[src/hw/rtl/tpdp_pkg.sv]
package tpdp_pkg;

    // Field widths
    localparam int ACT_IDX_W = 12;
    localparam int ACT_W     = 8;
    localparam int WBYTE_W   = 8;
    localparam int K_W       = 13;
    localparam int SUM_OUT_W = 20;
    localparam int LANES     = 4;
    localparam int CODE_W    = 2;

    // Action codes
    localparam logic ACTION_LOAD   = 1'b0;
    localparam logic ACTION_WEIGHT = 1'b1;

    // Ternary codes
    localparam logic [CODE_W-1:0] CODE_MASK = 2'h3;
    localparam logic [CODE_W-1:0] CODE_ADD  = 2'h1;
    localparam logic [CODE_W-1:0] CODE_SUB  = 2'h2;
    localparam logic [CODE_W-1:0] CODE_NONE = 2'h0;

    // Register map (register index is paddr[2])
    localparam logic REG_K_LENGTH = 1'b0;
    localparam logic [K_W-1:0] K_RESET = 13'd4096;

    // Output saturation bounds (21 bits covers the 20-bit range plus sign room)
    localparam int SAT_W = 21;
    localparam logic signed [SAT_W-1:0] SUM_MAX = 21'sd524287;
    localparam logic signed [SAT_W-1:0] SUM_MIN = -21'sd524288;

    // Front-to-back queue
    localparam int Q_DEPTH = 4;
    localparam int Q_AW    = 2;

    // Tree sum of four terms of +-128
    localparam int TREE_W = 11;

    // One operation handed from front to back
    typedef struct packed {
        logic                           clear;  // load: abandon column
        logic                           last;   // byte completes column
        logic [LANES-1:0][CODE_W-1:0]   codes;  // masked past k_length
        logic [LANES-1:0][ACT_W-1:0]    acts;
    } t_entry;

endpackage

[src/hw/rtl/tpdp_back.sv]
module tpdp_back #(
    parameter int MAX_K = 4096
) (
    input  logic                                   i_clk,
    input  logic                                   i_rst_n,
    input  tpdp_pkg::t_entry                       i_entry,
    input  logic                                   i_valid,
    output logic                                   o_take,
    output logic                                   o_empty,
    input  logic                                   i_pop,
    output logic signed [tpdp_pkg::SUM_OUT_W-1:0]  o_column_sum
);
    import tpdp_pkg::*;

    localparam int SW = $clog2(MAX_K) + ACT_W + 1;
    localparam int EW = (SW > SAT_W) ? SW : SAT_W;

    logic signed [SW-1:0]            r_sum;
    logic signed [SW-1:0]            n_sum;
    logic signed [SW-1:0]            sum_new;
    logic signed [EW-1:0]            sum_ext;
    logic signed [EW-1:0]            sum_sat;
    logic signed [TREE_W-1:0]        terms [LANES];
    logic signed [TREE_W-1:0]        tree;
    logic                            r_o_valid;
    logic signed [SUM_OUT_W-1:0]     r_o_sum;
    logic                            emit;

    // Map each code to +a, -a or nothing
    always_comb begin
        for (int j = 0; j < LANES; j++) begin
            unique case (i_entry.codes[j])
                CODE_ADD: terms[j] = TREE_W'($signed(i_entry.acts[j]));
                CODE_SUB: terms[j] = -TREE_W'($signed(i_entry.acts[j]));
                default:  terms[j] = '0;
            endcase
        end
    end

    assign tree    = (terms[0] + terms[1]) + (terms[2] + terms[3]);
    assign sum_new = r_sum + SW'(tree);
    assign sum_ext = EW'(sum_new);

    // Saturate to the 20-bit result range
    always_comb begin
        if (sum_ext > EW'(SUM_MAX)) begin
            sum_sat = EW'(SUM_MAX);
        end else if (sum_ext < EW'(SUM_MIN)) begin
            sum_sat = EW'(SUM_MIN);
        end else begin
            sum_sat = sum_ext;
        end
    end

    // Take a word unless it completes a column and the result slot is busy
    assign o_take = i_valid && (i_entry.clear || !i_entry.last || !r_o_valid || i_pop);
    assign emit   = o_take && !i_entry.clear && i_entry.last;

    always_comb begin
        n_sum = r_sum;
        if (o_take) begin
            if (i_entry.clear || i_entry.last) begin
                n_sum = '0;
            end else begin
                n_sum = sum_new;
            end
        end
    end

    // Accumulate and hold the finished column sum
    always_ff @(posedge i_clk) begin
        if (!i_rst_n) begin
            r_sum     <= '0;
            r_o_valid <= 1'b0;
        end else begin
            r_sum <= n_sum;
            if (emit) begin
                r_o_valid <= 1'b1;
            end else if (i_pop) begin
                r_o_valid <= 1'b0;
            end
        end
        if (emit) begin
            r_o_sum <= sum_sat[SUM_OUT_W-1:0];
        end
    end

    assign o_empty      = !r_o_valid;
    assign o_column_sum = r_o_sum;

endmodule

[config.mk]
export PLATFORM = sky130hd
export DESIGN_NAME = tpdp_back
export DESIGN_NICKNAME = d
export VERILOG_FILES = /design/src/hw/rtl/tpdp_pkg.sv /design/src/hw/rtl/tpdp_back.sv
export SDC_FILE = /design/constraint.sdc
export NUM_CORES = 1
export LEC_CHECK = 0
export ABC_AREA = 0
export BUFFER_PORTS_ARGS = -buffer_cell sky130_fd_sc_hd__buf_2
export CORE_MARGIN = 3
export CORE_UTILIZATION = 45
export DETAILED_ROUTE_END_ITERATION = 10
export PLACE_DENSITY = 0.8
export SLEW_MARGIN = 20
export SYNTH_ARGS = -nofsm -noshare
export SYNTH_HDL_FRONTEND = slang
export SYNTH_SLANG_ARGS = --single-unit
[constraint.sdc]
create_clock -name i_clk -period 7.48 [get_ports i_clk]
set_clock_uncertainty 0.15 [all_clocks]
set_input_delay 1.496 -clock i_clk [delete_from_list [all_inputs] [get_ports i_clk]]
set_output_delay 1.496 -clock i_clk [all_outputs]
set_load 0.05 [all_outputs]
### Word level (Yosys, flattened, before mapping)

Cells that the tools add are included.

| operators by class | value |
|---|---|
| add/subtract/negate cells | 8 |
| magnitude comparators | 2 |
| equal/unequal tests | 8 |
| mux-type cells | 8 |
| reduce and logical (&&, ||, !) cells | 11 |

Operators with widths:

| operator | count |
|---|---|
| case mux 11 bit (2 select lines) | 4 |
| negator 8 -> 11 bit | 4 |
| adder 11 bit | 3 |
| adder 21 x 11 -> 21 bit | 1 |
| > comparator 21 x 20 -> 1 bit, second input constant | 1 |
| less-than comparator 21 x 20 -> 1 bit, second input constant | 1 |
| 2-to-1 mux 21 bit | 1 |
| 2-to-1 mux 20 bit | 1 |
| == test 2 x 1 -> 1 bit, second input constant | 4 |
| == test 2 bit, second input constant | 4 |
| logical OR 1 bit | 4 |
| logical AND 1 bit | 3 |
| zero test 1 bit | 3 |
| 2-to-1 mux 1 bit | 2 |
| nonzero test 2 bit | 1 |

| word-level totals | value |
|---|---|
| register bits | 42 |
| input port bits | 46 |
| output and inout bits | 22 |

### Longest topological paths before layout

Gate-level depths: netlist of the first run.

| depth | value |
|---|---|
| word-level depth | 8 |
| depth in mapped cells | 31 |
| depth with buffers taken out | 29 |

### Worst setup path after synthesis of the first run

OpenSTA, ideal clock, no wires.

| timing path | value |
|---|---|
| kind | input -> register |
| start | input i_entry[18] in the netlist's numbering |
| end | register r_o_sum[11], in the netlist o_column_sum[11], data pin |
| setup time | 254 ps |
| data arrival time | 7265 ps |
| required time | 7076 ps |
| path slack | -189 ps |
| cell stages on the path | 29 |
| buffers on the path | 2 |
| cell sequence | or3_1 nor3_1 nor3b_1 nor2_1 a21oi_1 nor2_1 fa_1 inv_1 fa_1 inv_1 ha_1 inv_1 nor2_1 nor2_1 a21oi_1 a31oi_1 xnor2_1 ha_1 a21o_1 a21o_1 a21oi_1 o21ai_0 a31oi_1 nor4b_1 a311o_1 buf_2 buf_2 a21oi_1 nor2_2 |

| between the ends | value |
|---|---|
| word-level cells in the longest chain between the ends | 7 |
| elaborated cells between the ends (all ways) | 8 |
| classes of those cells | add/sub: 4; order compare: 2; mux: 2 |

RTL lines:

| element | RTL line | source |
|---|---|---|
| from (decl) | tpdp_back.sv:6 | `input tpdp_pkg::t_entry i_entry,` |
| negator 8 -> 11 bit | tpdp_back.sv:34 | `CODE_SUB: terms[j] = -TREE_W'($signed(i_entry.acts[j]));` |
| case mux 11 bit (2 select lines) * | tpdp_back.sv:32 | `unique case (i_entry.codes[j])` |
| adder 11 bit * (2 in series) | tpdp_back.sv:40 | `assign tree = (terms[0] + terms[1]) + (terms[2] + terms[3]);` |
| adder 21 x 11 -> 21 bit * | tpdp_back.sv:41 | `assign sum_new = r_sum + SW'(tree);` |
| less-than comparator 21 x 20 -> 1 bit | tpdp_back.sv:48 | `end else if (sum_ext < EW'(SUM_MIN)) begin` |
| 2-to-1 mux 20 bit | tpdp_back.sv:48 |  |
| to (signal assigned) | tpdp_back.sv:84 | `r_o_sum <= sum_sat[SUM_OUT_W-1:0];` |
| to (decl) | tpdp_back.sv:26 | `logic signed [SUM_OUT_W-1:0] r_o_sum;` |

Every way passes the cells marked *; elsewhere a longest branch is shown, timed or not.
A chain may end at the register's enable or synchronous reset.

### Final worst setup path of the first run

| timing path | value |
|---|---|
| start | input i_entry[25] in the netlist's numbering |
| end | register r_o_sum[5], in the netlist o_column_sum[5], data pin |

Same word-level chain as after synthesis.

==> metrics.yaml, run 1 <==
status: "complete, no violations"
critical-path-top-cell-by-count: "inv_1"
grt_total_usage_pct: 19.0
die-height_um: 108
synthDistinctLibCells: 59
yosys_register_bits: 42
synth_sequential_area_ratio_pct: 22.0
period_needed_ns: 7.23
tightestPinTransition_ns: 0.719
residual_antenna_violating_net_count_after_detailed_routing: 0
rows: 36
clock_tree.htree_level_count: 2
power_frac_seq_pct: 24.5
synth-main-ff-cell: "dfxtp_1"
floorplan.initialDensity_pct: 47.2
power.net_switching_w: 0.000508
detailedRoute.firstIterationViolations: 133
grt.overflow.total: 0
worst_setup_path_startpoint: "i_entry[25]"
maxCapViolations: 0
crit-reg2reg-capture: "o_column_sum[5]$_SDFFCE_PN1P_"
yosysMostFrequentCell: "inv_1"
whs_ns: 0.341
power.switching_fraction_pct: 41.9
antenna_cells_inserted: 0
worstPathArrival_ns: 7.12
min_delay_worst_endpoint: "r_sum[14]$_SDFFE_PN0P_"
tritoncts_num_sinks: 42
synth.cells.most_frequent: "69 x inv_1, 57 x a21oi_1, 54 x nor2_1, 44 x ha_1"
fp.coreArea_um2: 10000
end_kind: "flop"
final_layout_size_suffix_gt1_share_pct: 22.4
cts.root.buffer_cell: "clkbuf_8"
synth_area_leaders: "edfxtp_1 13%, ha_1 12%, dfxtp_1 9.3%"
cts-buffers-inserted: 5
totalPowerFinal_w: 0.00121
cts-hold-fix-buffers: 0
drc_viols: 0
routabilityCongestion: 0.877
crit_fanout: 19
final_util_pct: 55.7
largest_net_degree_at_the_start_of_global_routing: 24
detailedPlace.worstSlack_ns: -0.193
internal_power_w: 0.000705
totalNegativeSetupSlack_ns: 0
initial_antenna_violation_count: 0
max_stage_delay_ns: 0.53
die_width_um: 108
clkLatencyLatePin_ns: 0.30
path_class: "input pin to flop"
cts.path.max_buffers: 2
number_of_global_route_vias_before_repair: 4124
fillerInstances: 894
comb_power_share_pct: 57.7
via_per_inst: 5.47
place.port_buffers: 67
synth.cell_area_um2: 4720
timing.final.setup_violations: 0
reg2regPathDepth: 11
detailed_place_hpwl_um: 8770
vdd_ir_drop_max_mv: 0.124
wirelength_um: 10900
post-route-worst-setup-slack_ns: 0.253
areaGrowthSynthToFinish_pct: 18.0
timing_hold_violations_final: 0
synth_top_cell_by_area: "edfxtp_1"
p_per_area_nw_per_um2: 218
nNetsFinal: 762
min_from: "r_sum[14]$_SDFFE_PN0P_"
async_reset_ff_share_pct: 0
grt_first_pass_wirelength_um: 18500
wl_per_instance_um: 13.9
syn-instance-count: 572
clkPwrFrac_pct: 17.8
timing.final.crit_share_pct: 96.6
synth_enable_flop_cells: 20
yosys.area.top_type_share_pct: 12.7
dieArea_um2: 11800
static-leakage-power_nw: 2.58
drt_pre_antenna_iters: 5
reg2reg_slack_ns: 4.18
synth_warnings: 0
vias: 4297
worstHoldPathCells: 2
syn-mean-instance-area_um2: 8.26
max-slew-margin-rel_pct: 52.0
worst_setup_path_start_kind: "input pin"
clk_transition_reported_paths_ns: 0.09
achievable-frequency_ghz: 0.138
pin_count: 68
tritoncts: "yes"
report.final.slew_viol_count: 0
worstReg2RegStart: "r_sum[6]$_SDFFE_PN0P_"
postSynthNetCount: 683
critical_path.slowest_cell: "fa_1"
timing.hold.worst.class: "flop to flop"
critical_path_required_ns: 7.37
## final cells by class
type                    instances  area [um2]  share of cell area (%)
well taps                     133         166                    2.99
multi-input cells             439        3400                    61.0
inverters                      69         259                    4.65
clock buffers                   5        68.8                    1.23
clock inverters                 3        68.8                    1.23
repair buffers                 94         567                    10.2
flip-flops and latches         42        1040                    18.7
## placed cells by master, fill, tap and decap left out, drive strengths merged, types with 6 or more instances in the layout
cell type | netlist | layout
a21o | 20 | 20
a21oi | 57 | 57
a22oi | 25 | 25
buf | 10 | 94
dfxtp | 22 | 22
edfxtp | 20 | 20
fa | 21 | 21
ha | 44 | 44
inv | 69 | 69
nand2 | 24 | 24
nand2b | 11 | 11
nand3b | 6 | 6
nor2 | 65 | 66
nor2b | 19 | 19
nor3 | 17 | 17
o21ai | 29 | 29
or2 | 6 | 6
or3 | 12 | 12
xnor2 | 19 | 19
xor2 | 12 | 12
## how the worst max path moves through the flow
| stage | to | slack, ns | depth (start not counted) |
|---|---|---|---|
| finish | o_column_sum[5]$_SDFFCE_PN1P_ | 0.25 | 29 |
| global route | o_column_sum[15]$_SDFFCE_PN1P_ | -0.03 | 31 |
| CTS | o_column_sum[2]$_SDFFCE_PN1P_ | 0.09 | 28 |
| detailed placement | o_column_sum[2]$_SDFFCE_PN1P_ | -0.19 | 28 |
| global placement | o_column_sum[0]$_SDFFCE_PN1P_ | -0.05 | 29 |
| floorplan | o_column_sum[11]$_SDFFCE_PN1P_ | 0.04 | 29 |
## worst max-delay path, delay by kind of cell
family                     cells  cell delay [ns]
AOI/OAI and AO/OA             10             1.86
xor gates and xnor gates       2             0.27
adders and majority gates      4             1.74
buffers and inverters          7             0.75
and+or+nand+nor                6             0.97
## power by group through the flow
stage	clock [W]	combinational, W	sequential [W]
floorplan	0	0.000453	0.000354
global placement	0	0.000651	0.000302
detailed placement	0	0.000670	0.000303
finish	0.000216	0.000700	0.000297
CTS	0.000218	0.000676	0.000297
global route	0.000226	0.000773	0.000299
## cells by family after synthesis
| group | synth area share (%) |
|---|---|
| AO/OA/AOI/OAI | 21.9 |
| AND/OR/NAND/NOR | 19.8 |
| XOR/XNOR | 7.15 |
| flip-flops | 22.0 |
| adder cells (fa/ha/maj) | 21.0 |
| buffers and inverters | 8.03 |
## layer usage
layer / up-vias / wire length, um / global-route usage, %
met5: - / 0 / 0
met1: 2017 / 4970 / 25.6
met2: 135 / 5120 / 32.7
met4: 0 / 221 / 5.41
met3: 19 / 620 / 1.61
li1: 2126 / - / -
## registers in the layout (all words and copies together) (netlist names)
register      count
r_o_valid         1
o_column_sum     20
r_sum            21
## repair_timing
item,in CTS,in global routing
buffers inserted,0,1
setup endpoints to repair,0,22
gates resized for setup,0,18
## per-stage QoR
stage	std cells	instance area (um2)
after floorplan	572	4730
after global placement	775	5330
after detailed placement	775	5330
after CTS	783	5470
after global routing	785	5570
final	785	5570
No activity file was read; power rests on OpenSTA's default activity.
==> inputs of run 2 (changes only) <==
CORE_UTILIZATION = 35   (was 45)
PLACE_DENSITY = 0.67   (was 0.8)
==> metrics.yaml, run 2 (synthesized netlist as in run 1, its figures left out) <==
initial_antenna_violation_count: 0
power_frac_seq_pct: 22.8
cts.path.max_buffers: 2
worstPathArrival_ns: 7.21
critical-path-top-cell-by-count: "inv_1"
clock_tree.htree_level_count: 2
cp_num_buf_inv: 7
floorplan.initialDensity_pct: 36.5
path_class: "input pin to flop"
final_layout_size_suffix_gt1_share_pct: 24.1
path_delay_family: "compound AO/OA/AOI/OAI gates"
place.port_buffers: 67
crit_fanout: 10
achievable-frequency_ghz: 0.136
routabilityCongestion: 0.952
end_kind: "flop"
max-slew-margin-rel_pct: 52.7
internal_power_w: 0.000790
timing_hold_violations_final: 0
dpl-instance-area_um2: 5480
fp.coreArea_um2: 12900
vdd_ir_drop_max_mv: 0.133
static-leakage-power_nw: 2.68
drt_pre_antenna_iters: 5
comb_power_share_pct: 55.9
totalNegativeSetupSlack_ns: 0
cts-hold-fix-buffers: 0
grt_first_pass_wirelength_um: 17600
clk_transition_reported_paths_ns: 0.06
max_stage_delay_ns: 0.53
tritoncts: "yes"
final_util_pct: 44.8
period_needed_ns: 7.33
timing.final.setup_violations: 0
critical_path_required_ns: 7.36
tritoncts_num_sinks: 42
wl_per_instance_um: 13.1
residual_antenna_violating_net_count_after_detailed_routing: 0
pin_count: 68
final_area_um2: 5790
report.final.slew_viol_count: 0
clkLatencyLatePin_ns: 0.28
multi_input_comb_area_um2: 3400
dieArea_um2: 14900
maxCapViolations: 0
number_of_global_route_vias_before_repair: 3963
status: "complete, no violations"
clkPwrFrac_pct: 21.3
cts-buffers-inserted: 5
top_register_by_number_of_flip_flops: "r_sum"
final_common_cell: "inv_1"
drc_viols: 0
largest_net_degree_at_the_start_of_global_routing: 24
wirelength_um: 10900
die-height_um: 122
areaGrowthSynthToFinish_pct: 22.7
power.switching_fraction_pct: 39.6
vias: 4202
power.net_switching_w: 0.000518
timing.hold.worst.class: "flop to flop"
worst_setup_path_start_kind: "input pin"
regArea_um2: 1040
via_per_inst: 5.02
cts.root.buffer_cell: "clkbuf_16"
die_width_um: 122
final_cell_mix: "69 x inv_1, 67 x buf_2, 56 x a21oi_1"
tightestPinTransition_ns: 0.709
whs_ns: 0.352
critical_path.slowest_cell: "fa_1"
fillerInstances: 1279
nNetsFinal: 775
rows: 41
p_per_area_nw_per_um2: 226
antenna_cells_inserted: 0
detailedRoute.firstIterationViolations: 155
timing.final.crit_share_pct: 98.0
grt.overflow.total: 0
detailed_place_hpwl_um: 8920
grt_total_usage_pct: 14.2
largest_reg_flops: 21
## run 2: changes by cell type in the layout (fill, tap and decap cells not counted), sizes merged
cell,previous run,this run
buf,94,106
clkbuf,5,6
## run 2: power by group through the flow
| stage | Sequential [W] | Clock (W) | Combinational [W] |
|---|---|---|---|
| 6_report | 0.000298 | 0.000279 | 0.000732 |
| 5_1_grt | 0.000300 | 0.000294 | 0.000808 |
| 4_1_cts | 0.000298 | 0.000284 | 0.000689 |
| 3_5_place_dp | 0.000303 | 0 | 0.000684 |
| 3_3_place_gp | 0.000302 | 0 | 0.000670 |
| 2_1_floorplan | 0.000354 | 0 | 0.000453 |
## run 2: per-stage QoR
step                setup slack (ns)  total power, W  std cells
floorplan                     0.0438        0.000807        572
global placement             -0.0164        0.000972        827
detailed placement            -0.108        0.000988        827
CTS                            0.160         0.00127        835
global route                 -0.0645         0.00140        837
finish                         0.149         0.00131        837
## run 2: what timing repair did
action	4_1_cts	5_1_grt
endpoints found under the setup margin	0	20
gates resized for setup	0	22
setup buffers	0	0
## run 2: worst paths after layout
| path | start | slack [ns] | end | cells after the start |
|---|---|---|---|---|
| setup / recovery | i_entry[25] | 0.15 | o_column_sum[15]$_SDFFCE_PN1P_ | 30 |
| hold / removal | r_sum[14]$_SDFFE_PN0P_ | 0.35 | r_sum[14]$_SDFFE_PN0P_ | 2 |
| setup reg to reg | r_sum[6]$_SDFFE_PN0P_ | 4.16 | o_column_sum[15]$_SDFFCE_PN1P_ | 11 |
| hold reg to reg | r_sum[14]$_SDFFE_PN0P_ | 0.35 | r_sum[14]$_SDFFE_PN0P_ | 2 |
## run 2: per-layer routing
metal | global-route usage (%) | wire length, um | vias up
met5 | 0 | 0 | -
met4 | 2.87 | 115 | 0
met3 | 1.90 | 439 | 10
met2 | 25.5 | 5420 | 93
met1 | 18.1 | 4950 | 1939
li1 | - | - | 2160
## run 2: worst min-delay path: cells and delay by family, from the launching register on
| family | cells | cell delay, ns |
|---|---|---|
| AND/OR/NAND/NOR | 1 | 0.06 |
| AO/OA/AOI/OAI | 1 | 0.06 |
| flip-flops | 1 | 0.33 |
## run 2: area by class of cell
class / instances / share of cell area [%]
clock buffers: 5 / 2.16
multi-input cells: 439 / 58.7
well taps: 172 / 3.71
clock inverters: 3 / 1.19
repair buffers: 107 / 11.8
inverters: 69 / 4.47
flip-flops and latches: 42 / 18.0
