==> src/hw/rtl/tpdp_pkg.sv <==
package tpdp_pkg;

    // Field widths
    localparam int ACT_IDX_W = 12;
    localparam int ACT_W     = 8;
    localparam int WBYTE_W   = 8;
    localparam int K_W       = 13;
    localparam int SUM_OUT_W = 20;
    localparam int LANES     = 4;
    localparam int CODE_W    = 2;

    // Action codes
    localparam logic ACTION_LOAD   = 1'b0;
    localparam logic ACTION_WEIGHT = 1'b1;

    // Ternary codes
    localparam logic [CODE_W-1:0] CODE_MASK = 2'h3;
    localparam logic [CODE_W-1:0] CODE_ADD  = 2'h1;
    localparam logic [CODE_W-1:0] CODE_SUB  = 2'h2;
    localparam logic [CODE_W-1:0] CODE_NONE = 2'h0;

    // Register map (register index is paddr[2])
    localparam logic REG_K_LENGTH = 1'b0;
    localparam logic [K_W-1:0] K_RESET = 13'd4096;

    // Output saturation bounds (21 bits covers the 20-bit range plus sign room)
    localparam int SAT_W = 21;
    localparam logic signed [SAT_W-1:0] SUM_MAX = 21'sd524287;
    localparam logic signed [SAT_W-1:0] SUM_MIN = -21'sd524288;

    // Front-to-back queue
    localparam int Q_DEPTH = 4;
    localparam int Q_AW    = 2;

    // Tree sum of four terms of +-128
    localparam int TREE_W = 11;

    // One operation handed from front to back
    typedef struct packed {
        logic                           clear;  // load: abandon column
        logic                           last;   // byte completes column
        logic [LANES-1:0][CODE_W-1:0]   codes;  // masked past k_length
        logic [LANES-1:0][ACT_W-1:0]    acts;
    } t_entry;

endpackage

==> src/hw/rtl/tpdp_queue.sv <==
module tpdp_queue (
    input  logic                     i_clk,
    input  logic                     i_rst_n,
    input  logic                     i_push,
    input  tpdp_pkg::t_entry         i_entry,
    input  logic                     i_pop,
    output tpdp_pkg::t_entry         o_entry,
    output logic                     o_empty,
    output logic [tpdp_pkg::Q_AW:0]  o_level
);
    import tpdp_pkg::*;

    t_entry            r_mem [Q_DEPTH];
    logic [Q_AW-1:0]   r_wptr;
    logic [Q_AW-1:0]   r_rptr;
    logic [Q_AW:0]     r_count;
    logic              do_pop;

    assign do_pop = i_pop && (r_count != '0);

    // Store and advance pointers; the front never pushes into a full queue
    always_ff @(posedge i_clk) begin
        if (!i_rst_n) begin
            r_wptr  <= '0;
            r_rptr  <= '0;
            r_count <= '0;
        end else begin
            if (i_push) begin
                r_wptr <= r_wptr + 1'b1;
            end
            if (do_pop) begin
                r_rptr <= r_rptr + 1'b1;
            end
            r_count <= r_count + (Q_AW+1)'(i_push) - (Q_AW+1)'(do_pop);
        end
        if (i_push) begin
            r_mem[r_wptr] <= i_entry;
        end
    end

    assign o_entry = r_mem[r_rptr];
    assign o_empty = (r_count == '0);
    assign o_level = r_count;

endmodule

==> config.mk <==
export PLATFORM = sky130hd
export DESIGN_NAME = tpdp_queue
export DESIGN_NICKNAME = d
export VERILOG_FILES = /design/src/hw/rtl/tpdp_pkg.sv /design/src/hw/rtl/tpdp_queue.sv
export SDC_FILE = /design/constraint.sdc
export NUM_CORES = 1
export LEC_CHECK = 0
export BUFFER_PORTS_ARGS = -buffer_cell sky130_fd_sc_hd__buf_2
export CAP_MARGIN = 20
export CORE_UTILIZATION = 56
export CTS_CLUSTER_DIAMETER = 120
export DETAILED_ROUTE_END_ITERATION = 16
export GPL_TIMING_DRIVEN = 0
export PLACE_DENSITY = 0.76
export SLEW_MARGIN = 20
export SYNTH_ARGS = -nofsm -noshare
export SYNTH_HDL_FRONTEND = slang
export SYNTH_SLANG_ARGS = --single-unit
==> constraint.sdc <==
create_clock -name i_clk -period 2.8 [get_ports i_clk]
set_clock_uncertainty 0.15 [all_clocks]
set_input_delay 0.14 -clock i_clk [delete_from_list [all_inputs] [get_ports i_clk]]
set_output_delay 0.14 -clock i_clk [all_outputs]
set_load 0.02 [all_outputs]
# --- Word-level counts from Yosys, hierarchy flattened ---
# Memories as Yosys holds them, arrays and structs flattened. A register that Yosys moved wholly into a read port is not among the register bits.
# Cells that the tools add are included.
totals:
  register_bits: 7
  ram_bits: 168
  input_bits: 46
  output_inout_bits: 46
  word_cells: 15
  memories: 1
op_classes:
  add_sub_neg: 4
  n_mux: 4
  n_reduce_logical: 3
memory_table:
  columns: ["memory", "words", "width", "read_ports", "rd_ports_with_merged_regs", "wr", "line_no", "source"]
  rows:
  - ["r_mem", 4, 42, 1, 1, 1, "tpdp_queue.sv:13", "t_entry r_mem [Q_DEPTH];"]
op_table:
  columns: ["op", "count"]
  rows:
  - ["2-bit by 1-bit adder with 2-bit output, second input constant", 2]
  - ["2-bit 2-to-1 mux", 2]
  - ["3-bit by 1-bit adder with 3-bit output", 1]
  - ["3-bit zero test", 1]
  - ["3-bit nonzero test", 1]
  - ["3-bit by 1-bit subtractor with 3-bit output", 1]
  - ["1-bit 2-to-1 mux", 2]
  - ["1-bit logical AND", 1]

# --- Depth between registers and ports, before layout ---
# Gate-level depths: netlist of the first run.
depth:
  word_depth: 4
  ltp_mapped: 8
  ltp_nobuf: 8

# --- Worst setup path after synthesis of the first run ---
# No wires, ideal clock.
synth_path:
  path_kind: "register to register"
  startpoint: "register r_count[1], in the netlist o_level[1]"
  endpoint: "register r_count[2], in the netlist o_level[2]"
  setup_ns: 0.114
  arrival_time_ns: 1.850
  t_required_ns: 2.536
  path_slack_ns: 0.686
  stages_incl_launch_ff: 9
  n_path_buf: 0
  synth_period_minus_slack_ns: 2.114
  cell_sequence: "dfxtp_1 o31a_1 ha_1 inv_1 ha_1 inv_1 fa_1 xnor3_1 nor2b_1"
synth_between:
  elab_chain_cells: 3
  elab_cells_between_ends: 4
  cone_classes: "add/sub (2); reduce/logical (2)"
synth_lines:
  columns: ["item", "line_no", "source"]
  rows:
  - ["from (decl)", "tpdp_queue.sv:16", "logic [Q_AW:0] r_count;"]
  - ["from (signal assigned)", "tpdp_queue.sv:34", "r_count <= r_count + (Q_AW+1)'(i_push) - (Q_AW+1)'(do_pop);"]
  - ["3-bit nonzero test", "tpdp_queue.sv:19", "assign do_pop = i_pop && (r_count != '0);"]
  - ["1-bit logical AND", "tpdp_queue.sv:19", null]
  - ["via do_pop", "tpdp_queue.sv:17", "logic do_pop;"]
  - ["3-bit by 1-bit subtractor with 3-bit output", "tpdp_queue.sv:34", null]
# The timed path passes the listed nets, and every way through them passes these cells.
# A chain may end at the register's enable or synchronous reset.

==> flow_metrics.env, run 1 <==
export IMPL_tightestPinTransition_ns=0.6657
export IMPL_cp_arrival_ns=1.88
export IMPL_critPathLaunchType="register"
export IMPL_synthesis_nets=316
export IMPL_rrSetupSlack_ns=0.65
export IMPL_hpwl_mm=5.842
export IMPL_port_buffers=91
export IMPL_wl_per_cell_microns=18.94
export IMPL_cts_setup_buffers=0
export IMPL_timing_slew_headroom_pct=55.62
export IMPL_dieHeight_microns=110.4
export IMPL_num_antenna_cells=0
export IMPL_max_clock_freq_mhz=460.7
export IMPL_cts_root_buf="clkbuf_16"
export IMPL_synth_area_per_cell_sq_um=25.01
export IMPL_grt_pass1_wl_mm=16.58
export IMPL_ant_nets=0
export IMPL_cp_data_required_time_ns=2.51
export IMPL_first_pass_iters=4
export IMPL_grt_max_degree=43
export IMPL_cap_violations=0
export IMPL_num_fill_cells=690
export IMPL_p_per_area_mw_per_mm2=838.2
export IMPL_slew_violations=0
export IMPL_grt_pass1_vias=3389
export IMPL_finalCritPeriodShare_pct=77.52
export IMPL_finalHoldViolCount=0
export IMPL_path_clk_slew_ns=0.06
export IMPL_p_leak_nw=2.904
export IMPL_area_growth_synth_to_final_pct=25.68
export IMPL_insertion_delay_ns=0.41
export IMPL_placed_area_sq_mm=0.007222
export IMPL_cts_buffers=17
export IMPL_cts_tree="done"
export IMPL_drtIter0Drc=154
export IMPL_finalWirelength_mm=10.87
export IMPL_die_w_microns=110.4
export IMPL_synth_cell_area_sq_mm=0.006578
export IMPL_rsz0062_at_grt="no"
export IMPL_clockBufferDepth=2
export IMPL_postLayoutCoreUtil_pct=72.40
export IMPL_peakVddDrop_mv=0.5118
export IMPL_drcViolationCount=0
export IMPL_routed_via_density=5.432
export IMPL_design_die_area_sq_mm=0.01218
export IMPL_core_rowCount=39
export IMPL_yosys_warnings=0
export IMPL_cp_max_fo=10
export IMPL_fin_nets=471
export IMPL_gp_congestion=0.6702
export IMPL_grt_antenna_before_repair=0
export IMPL_h_tree_depth=4
export IMPL_vias=3118
export IMPL_grt_overflow_total=0
export IMPL_ys_seq_elements=177
export IMPL_yosysSeqAreaShare_pct=79.44
export IMPL_criticalPathCategory="register to primary output"
export IMPL_hold_class="input pin to register"
export IMPL_status="completed"
export IMPL_yosys_cell_types_count=21
export IMPL_stdcell_area_sq_mm=0.008267
export IMPL_pin_count=92
export IMPL_grtUsageTotal_pct=19.60
export IMPL_postSynthCellCount=263
export IMPL_final_setup_viol_count=0
export IMPL_min_period_ns=2.171
export IMPL_drive_gt1_share_pct=39.44
export IMPL_fp_coreArea_sq_mm=0.01142
export IMPL_cts_sinks=177
export IMPL_endpoint_kind="primary output"
export IMPL_cts_repair_resized=0
export IMPL_start_util_pct=57.60
-- repair_timing --
item | in CTS | in global routing
setup endpoints to repair | 0 | 0
endpoints found under the hold margin | 177 | 0
hold buffers | 45 | 0
-- through the flow --
stage	setup slack [ns]	cells	TNS (ns)	hold slack (ns)	power [mW]
finish	0.6294	574	0	0.03066	6.929
detailed placement	0.6487	497	0	0.2075	4.606
floorplan	0.6865	263	0	0.08887	4.201
CTS	0.5992	574	0	0.003773	6.993
global route	0.5209	574	0	0.04628	7.212
global placement	-0.08303	497	-8.835	0.2007	4.576
-- metal layers --
layer / vias to the layer above / GRT usage (%) / wire (microns)
li1: 1421 / - / -
met1: 1597 / 22.73 / 4405
met2: 88 / 34.34 / 5841
met3: 12 / 6.173 / 526
met4: 0 / 6.955 / 101
met5: - / 0 / 0
-- final timing paths --
path | from | end | cells past startpoint
worst max-delay path | register | o_entry[4] | 4
worst min-delay path | i_push | r_wptr[0] | 3
worst max register to register | o_level[1] | o_level[2] | 8
worst min register to register | r_rptr[1] | register | 2
-- layout make-up --
class | instances | area [sq um] | area share, %
Tap cell | 143 | 178.9 | 2.164
Multi-Input combinational cell | 71 | 1229 | 14.86
Sequential cell | 177 | 5225 | 63.21
Buffer | 10 | 115.1 | 1.392
Inverter | 5 | 18.77 | 0.2270
Clock buffer | 26 | 489.2 | 5.918
Clock inverter | 6 | 105.1 | 1.271
Timing Repair Buffer | 136 | 905.9 | 10.96
-- sequential cells by signal, indices dropped and copies added, names as in the netlist, named ones only --
name,count
r_rptr,2
r_mem,168
r_wptr,2
o_level,3
-- Yosys cell counts --
cell,count,area [sq um]
and2_1,6,37.54
buf_12,4,80.08
buf_2,4,20.02
buf_6,1,11.26
clkbuf_1,1,3.750
dfxtp_1,9,180.2
edfxtp_1,168,5045
fa_1,1,20.02
ha_1,6,75.07
inv_1,5,18.77
mux2i_1,4,40.04
mux4_1,2,52.55
mux4_2,40,900.9
nand2_1,2,7.510
nand2b_1,2,12.51
nor2b_1,3,18.77
nor3_1,1,5.000
o311ai_0,1,8.760
o31a_1,1,8.760
xnor3_1,1,22.52
xor2_1,1,8.760
-- power breakdown --
| group | internal, mW | switching (mW) | leakage (nW) |
|---|---|---|---|
| combinational | 0.701 | 0.761 | 0.995 |
| clock | 1.47 | 0.880 | 0.292 |
| sequential | 3.06 | 0.0567 | 1.62 |
-- cell families (layout without fill, tap and decap cells) --
group | after synthesis | after routing | synth area share [%]
buf+inv | 15 | 183 | 2.035
flops | 177 | 177 | 79.44
fa+ha+maj | 7 | 7 | 1.446
compound gates | 2 | 2 | 0.2664
simple gates | 14 | 14 | 1.236
mux | 46 | 46 | 15.10
xor+xnor | 2 | 2 | 0.4756
-- worst max-delay path, stage by stage, from the launching register on --
cell and delay (ns):
dfxtp_1 0.31, clkbuf_1 0.27, buf_2 0.35, mux4_2 0.36, buf_2 0.18
-- placed cells by master, fill, tap and decap left out, drive strengths merged --
master,netlist,routed
clkinv,0,3
mux2i,4,4
nand2,2,2
mux4,42,42
dfxtp,9,9
nor2b,3,3
xor2,1,1
inv,5,5
o31a,1,1
and2,6,6
dlygate4sd3,0,45
clkbuf,1,27
edfxtp,168,168
fa,1,1
xnor3,1,1
bufinv,0,3
nand2b,2,2
buf,9,100
o311ai,1,1
nor3,1,1
ha,6,6
Power figures use the tool's default switching activity.
==> run 2: changes to the inputs <==
--- a/config.mk
+++ b/config.mk
@@ -7,11 +7,11 @@
 export LEC_CHECK = 0
 export BUFFER_PORTS_ARGS = -buffer_cell sky130_fd_sc_hd__buf_2
 export CAP_MARGIN = 20
-export CORE_UTILIZATION = 56
+export CORE_UTILIZATION = 51
 export CTS_CLUSTER_DIAMETER = 120
 export DETAILED_ROUTE_END_ITERATION = 16
 export GPL_TIMING_DRIVEN = 0
-export PLACE_DENSITY = 0.76
+export PLACE_DENSITY = 0.73
 export SLEW_MARGIN = 20
 export SYNTH_ARGS = -nofsm -noshare
 export SYNTH_HDL_FRONTEND = slang
==> constraint.sdc (replaced) <==
create_clock -name i_clk -period 1.75 [get_ports i_clk]
set_clock_uncertainty 0.15 [all_clocks]
set_input_delay 0.0875 -clock i_clk [delete_from_list [all_inputs] [get_ports i_clk]]
set_output_delay 0.0875 -clock i_clk [all_outputs]
set_load 0.02 [all_outputs]
==> run 2 against run 1 <==
  * The run now ends with negative setup slack left
  * Critical path type is now register to register
  * Sequential power increased by 61%
  * Die area increased by 9.6%
  * Routed wire length increased by 8.8%
  * Combinational power increased by 110%
  * Worst setup slack got worse by 0.90 ns
  * Total power increased by 63%
  * Final area increased by 4.5%
  * Largest power group unchanged
  * Sequential cell count unchanged
  * Via count increased by 0.90%
==> flow_metrics.env, run 2 (synthesized netlist as in run 1, its figures left out) <==
export IMPL_status="finished with violations"
export IMPL_violations="negative setup slack"
export IMPL_timing_slew_headroom_pct=55.59
export IMPL_start_util_pct=52.12
export IMPL_rsz0062_at_grt="yes"
export IMPL_largest_register="r_mem"
export IMPL_cp_arrival_ns=2.21
export IMPL_max_clock_freq_mhz=495.8
export IMPL_grt_pass1_vias=3248
export IMPL_hpwl_mm=6.359
export IMPL_final_common_cell="edfxtp_1"
export IMPL_pin_count=92
export IMPL_stdcell_area_sq_mm=0.008641
export IMPL_final_setup_viol_count=44
export IMPL_ant_nets=0
export IMPL_drcViolationCount=0
export IMPL_dieHeight_microns=115.6
export IMPL_slew_violations=0
export IMPL_multi_input_area_sq_mm=0.001226
export IMPL_design_die_area_sq_mm=0.01336
export IMPL_grt_overflow_total=0
export IMPL_dp_cells=526
export IMPL_cts_tree="done"
export IMPL_cts_buffers=17
export IMPL_cp_max_fo=2
export IMPL_hold_class="input pin to register"
export IMPL_peakVddDrop_mv=0.9074
export IMPL_layout_cells_most_common_list="edfxtp_1 (168), buf_2 (49), dlygate4sd3_1 (45)"
export IMPL_cts_root_buf="clkbuf_16"
export IMPL_criticalPathCategory="register to register"
export IMPL_area_growth_synth_to_final_pct=31.37
export IMPL_worst_slack_ns=-0.2668
export IMPL_grt_max_degree=43
export IMPL_finalCritPeriodShare_pct=115.2
export IMPL_critPathLaunchType="register"
export IMPL_port_buffers=91
export IMPL_grtUsageTotal_pct=18.16
export IMPL_core_rowCount=41
export IMPL_grt_antenna_before_repair=0
export IMPL_finalWirelength_mm=11.83
export IMPL_final_setup_tns_ns=-10.04
export IMPL_wl_per_cell_microns=19.39
export IMPL_min_period_ns=2.017
export IMPL_drive_gt1_share_pct=42.47
export IMPL_die_w_microns=115.6
export IMPL_h_tree_depth=4
export IMPL_hold_ws_ns=0.2729
export IMPL_fin_nets=478
export IMPL_cp_data_required_time_ns=1.95
export IMPL_placed_area_sq_mm=0.007264
export IMPL_num_fill_cells=830
export IMPL_endpoint_kind="register"
export IMPL_fp_coreArea_sq_mm=0.01262
export IMPL_power_total_mw=11.30
export IMPL_cap_violations=0
export IMPL_vias=3146
export IMPL_routed_via_density=5.157
export IMPL_clockBufferDepth=2
export IMPL_instances_no_fill=610
export IMPL_path_clk_slew_ns=0.06
export IMPL_num_antenna_cells=0
export IMPL_tightestPinTransition_ns=0.6661
export IMPL_cts_sinks=177
export IMPL_postLayoutCoreUtil_pct=68.47
export IMPL_largest_register_ffs=168
export IMPL_drtIter0Drc=271
export IMPL_insertion_delay_ns=0.41
export IMPL_gp_congestion=0.6671
export IMPL_grt_pass1_wl_mm=17.13
export IMPL_seq_area_sq_mm=0.005240
export IMPL_p_per_area_mw_per_mm2=1307
export IMPL_first_pass_iters=4
export IMPL_p_leak_nw=3.009
export IMPL_finalHoldViolCount=0
export IMPL_pre_cts_slack_ns=-0.3876
==> run 2: changes by cell type in the layout (fill, tap and decap cells not counted), moves of 4 or more <==
cell       delta
buf_2        -46
buf_6        +42
buf_4         +6
clkinv_1      +6
dfxtp_1       -6
clkbuf_16     +4
==> run 2: final cells by class <==
cell class	count	area share [%]
well taps	172	2.491
multi-input cells	71	14.19
repair buffers	144	15.31
plain buffers	9	1.506
clock buffers	21	5.097
flip-flops and latches	177	60.64
clock inverters	11	0.5502
inverters	5	0.2172
==> run 2: worst paths after layout <==
| kind | startpoint | to | slack, ns | depth (start not counted) |
|---|---|---|---|---|
| worst max-delay path | o_level[1] | o_level[2] | -0.27 | 8 |
| worst min-delay path | i_entry[16] | r_mem[2][16] | 0.27 | 2 |
| worst max register to register | o_level[1] | o_level[2] | -0.27 | 8 |
| worst min register to register | r_rptr[1] | r_rptr[1] | 0.35 | 2 |
==> run 2: report_power, final <==
part | leakage, nW | switching, mW | internal [mW]
Sequential | 1.62 | 0.104 | 4.91
Clock | 0.243 | 1.41 | 1.77
Combinational | 1.15 | 1.38 | 1.72
==> run 2: what timing repair did <==
item | 4_1_cts | 5_1_grt
setup buffers | 3 | 0
hold endpoints to repair | 177 | 0
hold buffers | 45 | 0
resized for setup | 25 | 79
gates cloned | 1 | 4
pin swaps | 1 | 0
setup endpoints to repair | 44 | 170
==> run 2: worst max-delay path, stage by stage (launching register included) <==
cell and delay, ns:
dfxtp_4 0.34, o31a_1 0.31, ha_1 0.27, inv_1 0.06, ha_2 0.16, inv_2 0.03, fa_2 0.33, xnor3_1 0.18
nor2b_1 0.11
==> run 2: layer usage <==
layer | part of all wire, % | track usage (%) | vias up
li1 | - | - | 1427
met1 | 43 | 23.71 | 1625
met2 | 51 | 29.18 | 81
met3 | 4.3 | 4.759 | 13
met4 | 1.3 | 7.792 | 0
met5 | 0 | 0 | -
==> run 3: changes to the inputs <==
--- a/config.mk
+++ b/config.mk
@@ -8,6 +8,7 @@
 export BUFFER_PORTS_ARGS = -buffer_cell sky130_fd_sc_hd__buf_2
 export CAP_MARGIN = 20
 export CORE_UTILIZATION = 51
+export CTS_BUF_LIST = sky130_fd_sc_hd__clkbuf_16
 export CTS_CLUSTER_DIAMETER = 120
 export DETAILED_ROUTE_END_ITERATION = 16
 export GPL_TIMING_DRIVEN = 0
==> run 3 against run 2 <==
  * The run still ends with negative setup slack left
  * Die area stayed put
  * Sequential cell count stayed put
  * Routed wire length grew 0.36%
  * Sequential power hardly changed
  * Total power fell by 0.16%
  * Non-clock buffer count is the same
  * Register-to-register slack about the same
  * Largest power group unchanged
==> flow_metrics.env, run 3 (synthesized netlist as in run 1, its figures left out) <==
export IMPL_crit_family="adder cells"
export IMPL_core_rowCount=41
export IMPL_swShare_pct=25.71
export IMPL_wl_per_cell_microns=19.46
export IMPL_ant_nets=0
export IMPL_criticalPathCategory="register to register"
export IMPL_finalHoldViolCount=0
export IMPL_fin_nets=478
export IMPL_path_buf_inv=2
export IMPL_h_tree_depth=4
export IMPL_pre_cts_slack_ns=-0.3876
export IMPL_grt_pass1_vias=3248
export IMPL_min_period_ns=2.017
export IMPL_endpoint_kind="register"
export IMPL_grt_overflow_total=0
export IMPL_rsz0062_at_grt="yes"
export IMPL_peakVddDrop_mv=0.9073
export IMPL_grtUsageTotal_pct=18.16
export IMPL_cts_sinks=177
export IMPL_gp_congestion=0.6671
export IMPL_postLayoutCoreUtil_pct=68.47
export IMPL_insertion_delay_ns=0.41
export IMPL_drive_gt1_share_pct=42.47
export IMPL_status="finished with violations"
export IMPL_cts_tree="done"
export IMPL_cp_slowest_cell="dfxtp_4"
export IMPL_largest_register_ffs=168
export IMPL_p_leak_nw=3.025
export IMPL_num_fill_cells=830
export IMPL_layout_cells_most_common_list="edfxtp_1 (168), buf_2 (49), dlygate4sd3_1 (45)"
export IMPL_final_common_cell="edfxtp_1"
export IMPL_violations="negative setup slack"
export IMPL_path_clk_slew_ns=0.06
export IMPL_grt_max_degree=43
export IMPL_clockBufferDepth=2
export IMPL_vias=3149
export IMPL_dieHeight_microns=115.6
export IMPL_area_growth_synth_to_final_pct=31.37
export IMPL_cp_arrival_ns=2.22
export IMPL_finalWirelength_mm=11.87
export IMPL_port_buffers=91
export IMPL_drcViolationCount=0
export IMPL_drtIter0Drc=244
export IMPL_num_antenna_cells=0
export IMPL_p_per_area_mw_per_mm2=1305
export IMPL_slew_violations=0
export IMPL_critical_path_cell_chain="o31a_1 > ha_1 > inv_1 > ha_2 > inv_2 > fa_2 > xnor3_1 > nor2b_1"
export IMPL_critPathLaunchType="register"
export IMPL_seqPwrFrac_pct=44.5
export IMPL_die_w_microns=115.6
export IMPL_rrSetupSlack_ns=-0.27
export IMPL_cts_buffers=17
export IMPL_pin_count=92
export IMPL_hold_class="input pin to register"
export IMPL_final_setup_viol_count=44
export IMPL_first_pass_iters=4
export IMPL_max_clock_freq_mhz=495.8
export IMPL_hpwl_mm=6.359
export IMPL_cp_data_required_time_ns=1.95
export IMPL_routed_via_density=5.162
export IMPL_design_die_area_sq_mm=0.01336
export IMPL_finalCritPeriodShare_pct=115.3
export IMPL_tightestPinTransition_ns=0.6682
export IMPL_start_util_pct=52.12
export IMPL_power_frac_comb_pct=27.5
export IMPL_cts_root_buf="clkbuf_16"
export IMPL_cpPeakStageDelay_ns=0.34
export IMPL_grt_antenna_before_repair=0
export IMPL_timing_slew_headroom_pct=55.46
export IMPL_switchingPower_mw=2.899
export IMPL_cp_max_fo=2
export IMPL_intPower_mw=8.378
export IMPL_power_share_clock_pct=28.0
export IMPL_cap_violations=0
export IMPL_grt_pass1_wl_mm=17.13
export IMPL_fp_coreArea_sq_mm=0.01262
export IMPL_largest_register="r_mem"
export IMPL_worst_slack_ns=-0.2669
run 3: cell types whose count changed in the layout (fill, tap and decap cells not counted), sizes merged:
cell / delta
clkbuf: -4
inv: +4
run 3: worst paths after layout:
| path | from | to | cells past startpoint |
|---|---|---|---|
| max reg2reg | o_level[1] | o_level[2] | 8 |
| max | o_level[1] | o_level[2] | 8 |
| min reg2reg | r_rptr[1] | r_rptr[1] | 2 |
| min | i_entry[16] | r_mem[2][16] | 2 |
run 3: worst register-to-register path, delay by kind of cell (launching register included):
family / cells / cell delay, ns
flip-flops: 1 / 0.34
adder cells (fa/ha/maj): 3 / 0.76
AO/OA/AOI/OAI: 1 / 0.31
buffers and inverters: 2 / 0.09
XOR/XNOR: 1 / 0.18
AND/OR/NAND/NOR: 1 / 0.11
run 3: what timing repair did:
action / in CTS / in global routing
endpoints found under the setup margin: 44 / 170
setup buffers: 3 / 0
pin swaps: 1 / 0
gates cloned: 1 / 4
hold buffers: 45 / 0
resized for setup: 25 / 79
hold endpoints to repair: 177 / 0
run 3: cell type report:
class	instances	area [sq um]	area share, %
Sequential cell	177	5240	60.64
Inverter	5	18.77	0.2172
Clock inverter	15	62.56	0.7240
Multi-Input combinational cell	71	1226	14.19
Timing Repair Buffer	144	1323	15.31
Clock buffer	17	425.4	4.923
Tap cell	172	215.2	2.491
Buffer	9	130.1	1.506
run 3: power groups by stage:
stage	combinational [mW]	clock (mW)	sequential, mW
6_report	3.11	3.16	5.01
5_1_grt	3.31	3.38	5.03
3_3_place_gp	2.27	0	5.07
4_1_cts	2.59	3.23	5.00
3_5_place_dp	2.31	0	5.08
2_1_floorplan	1.64	0	5.09
run 3: layer usage:
| layer | vias to the layer above | track usage (%) | wire length, microns | share of wire [%] |
|---|---|---|---|---|
| met5 | - | 0 | 0 | 0 |
| met4 | 0 | 7.792 | 153 | 1.3 |
| met3 | 13 | 4.759 | 524 | 4.4 |
| met2 | 80 | 29.18 | 6100 | 51 |
| met1 | 1627 | 23.71 | 5094 | 43 |
| li1 | 1429 | - | - | - |
run 3: metrics by stage:
step | setup TNS (ns) | instances | hold WS, ns | total power, mW | cell area (sq um)
floorplan | -0.4947 | 263 | 0.03637 | 6.729 | 6589
global placement | -52.43 | 526 | 0.1489 | 7.339 | 7259
detailed placement | -0.6517 | 526 | 0.1560 | 7.396 | 7264
CTS | -10.34 | 606 | 0.2541 | 10.82 | 8314
global route | -12.34 | 610 | 0.2631 | 11.72 | 8641
finish | -10.04 | 610 | 0.2718 | 11.28 | 8641
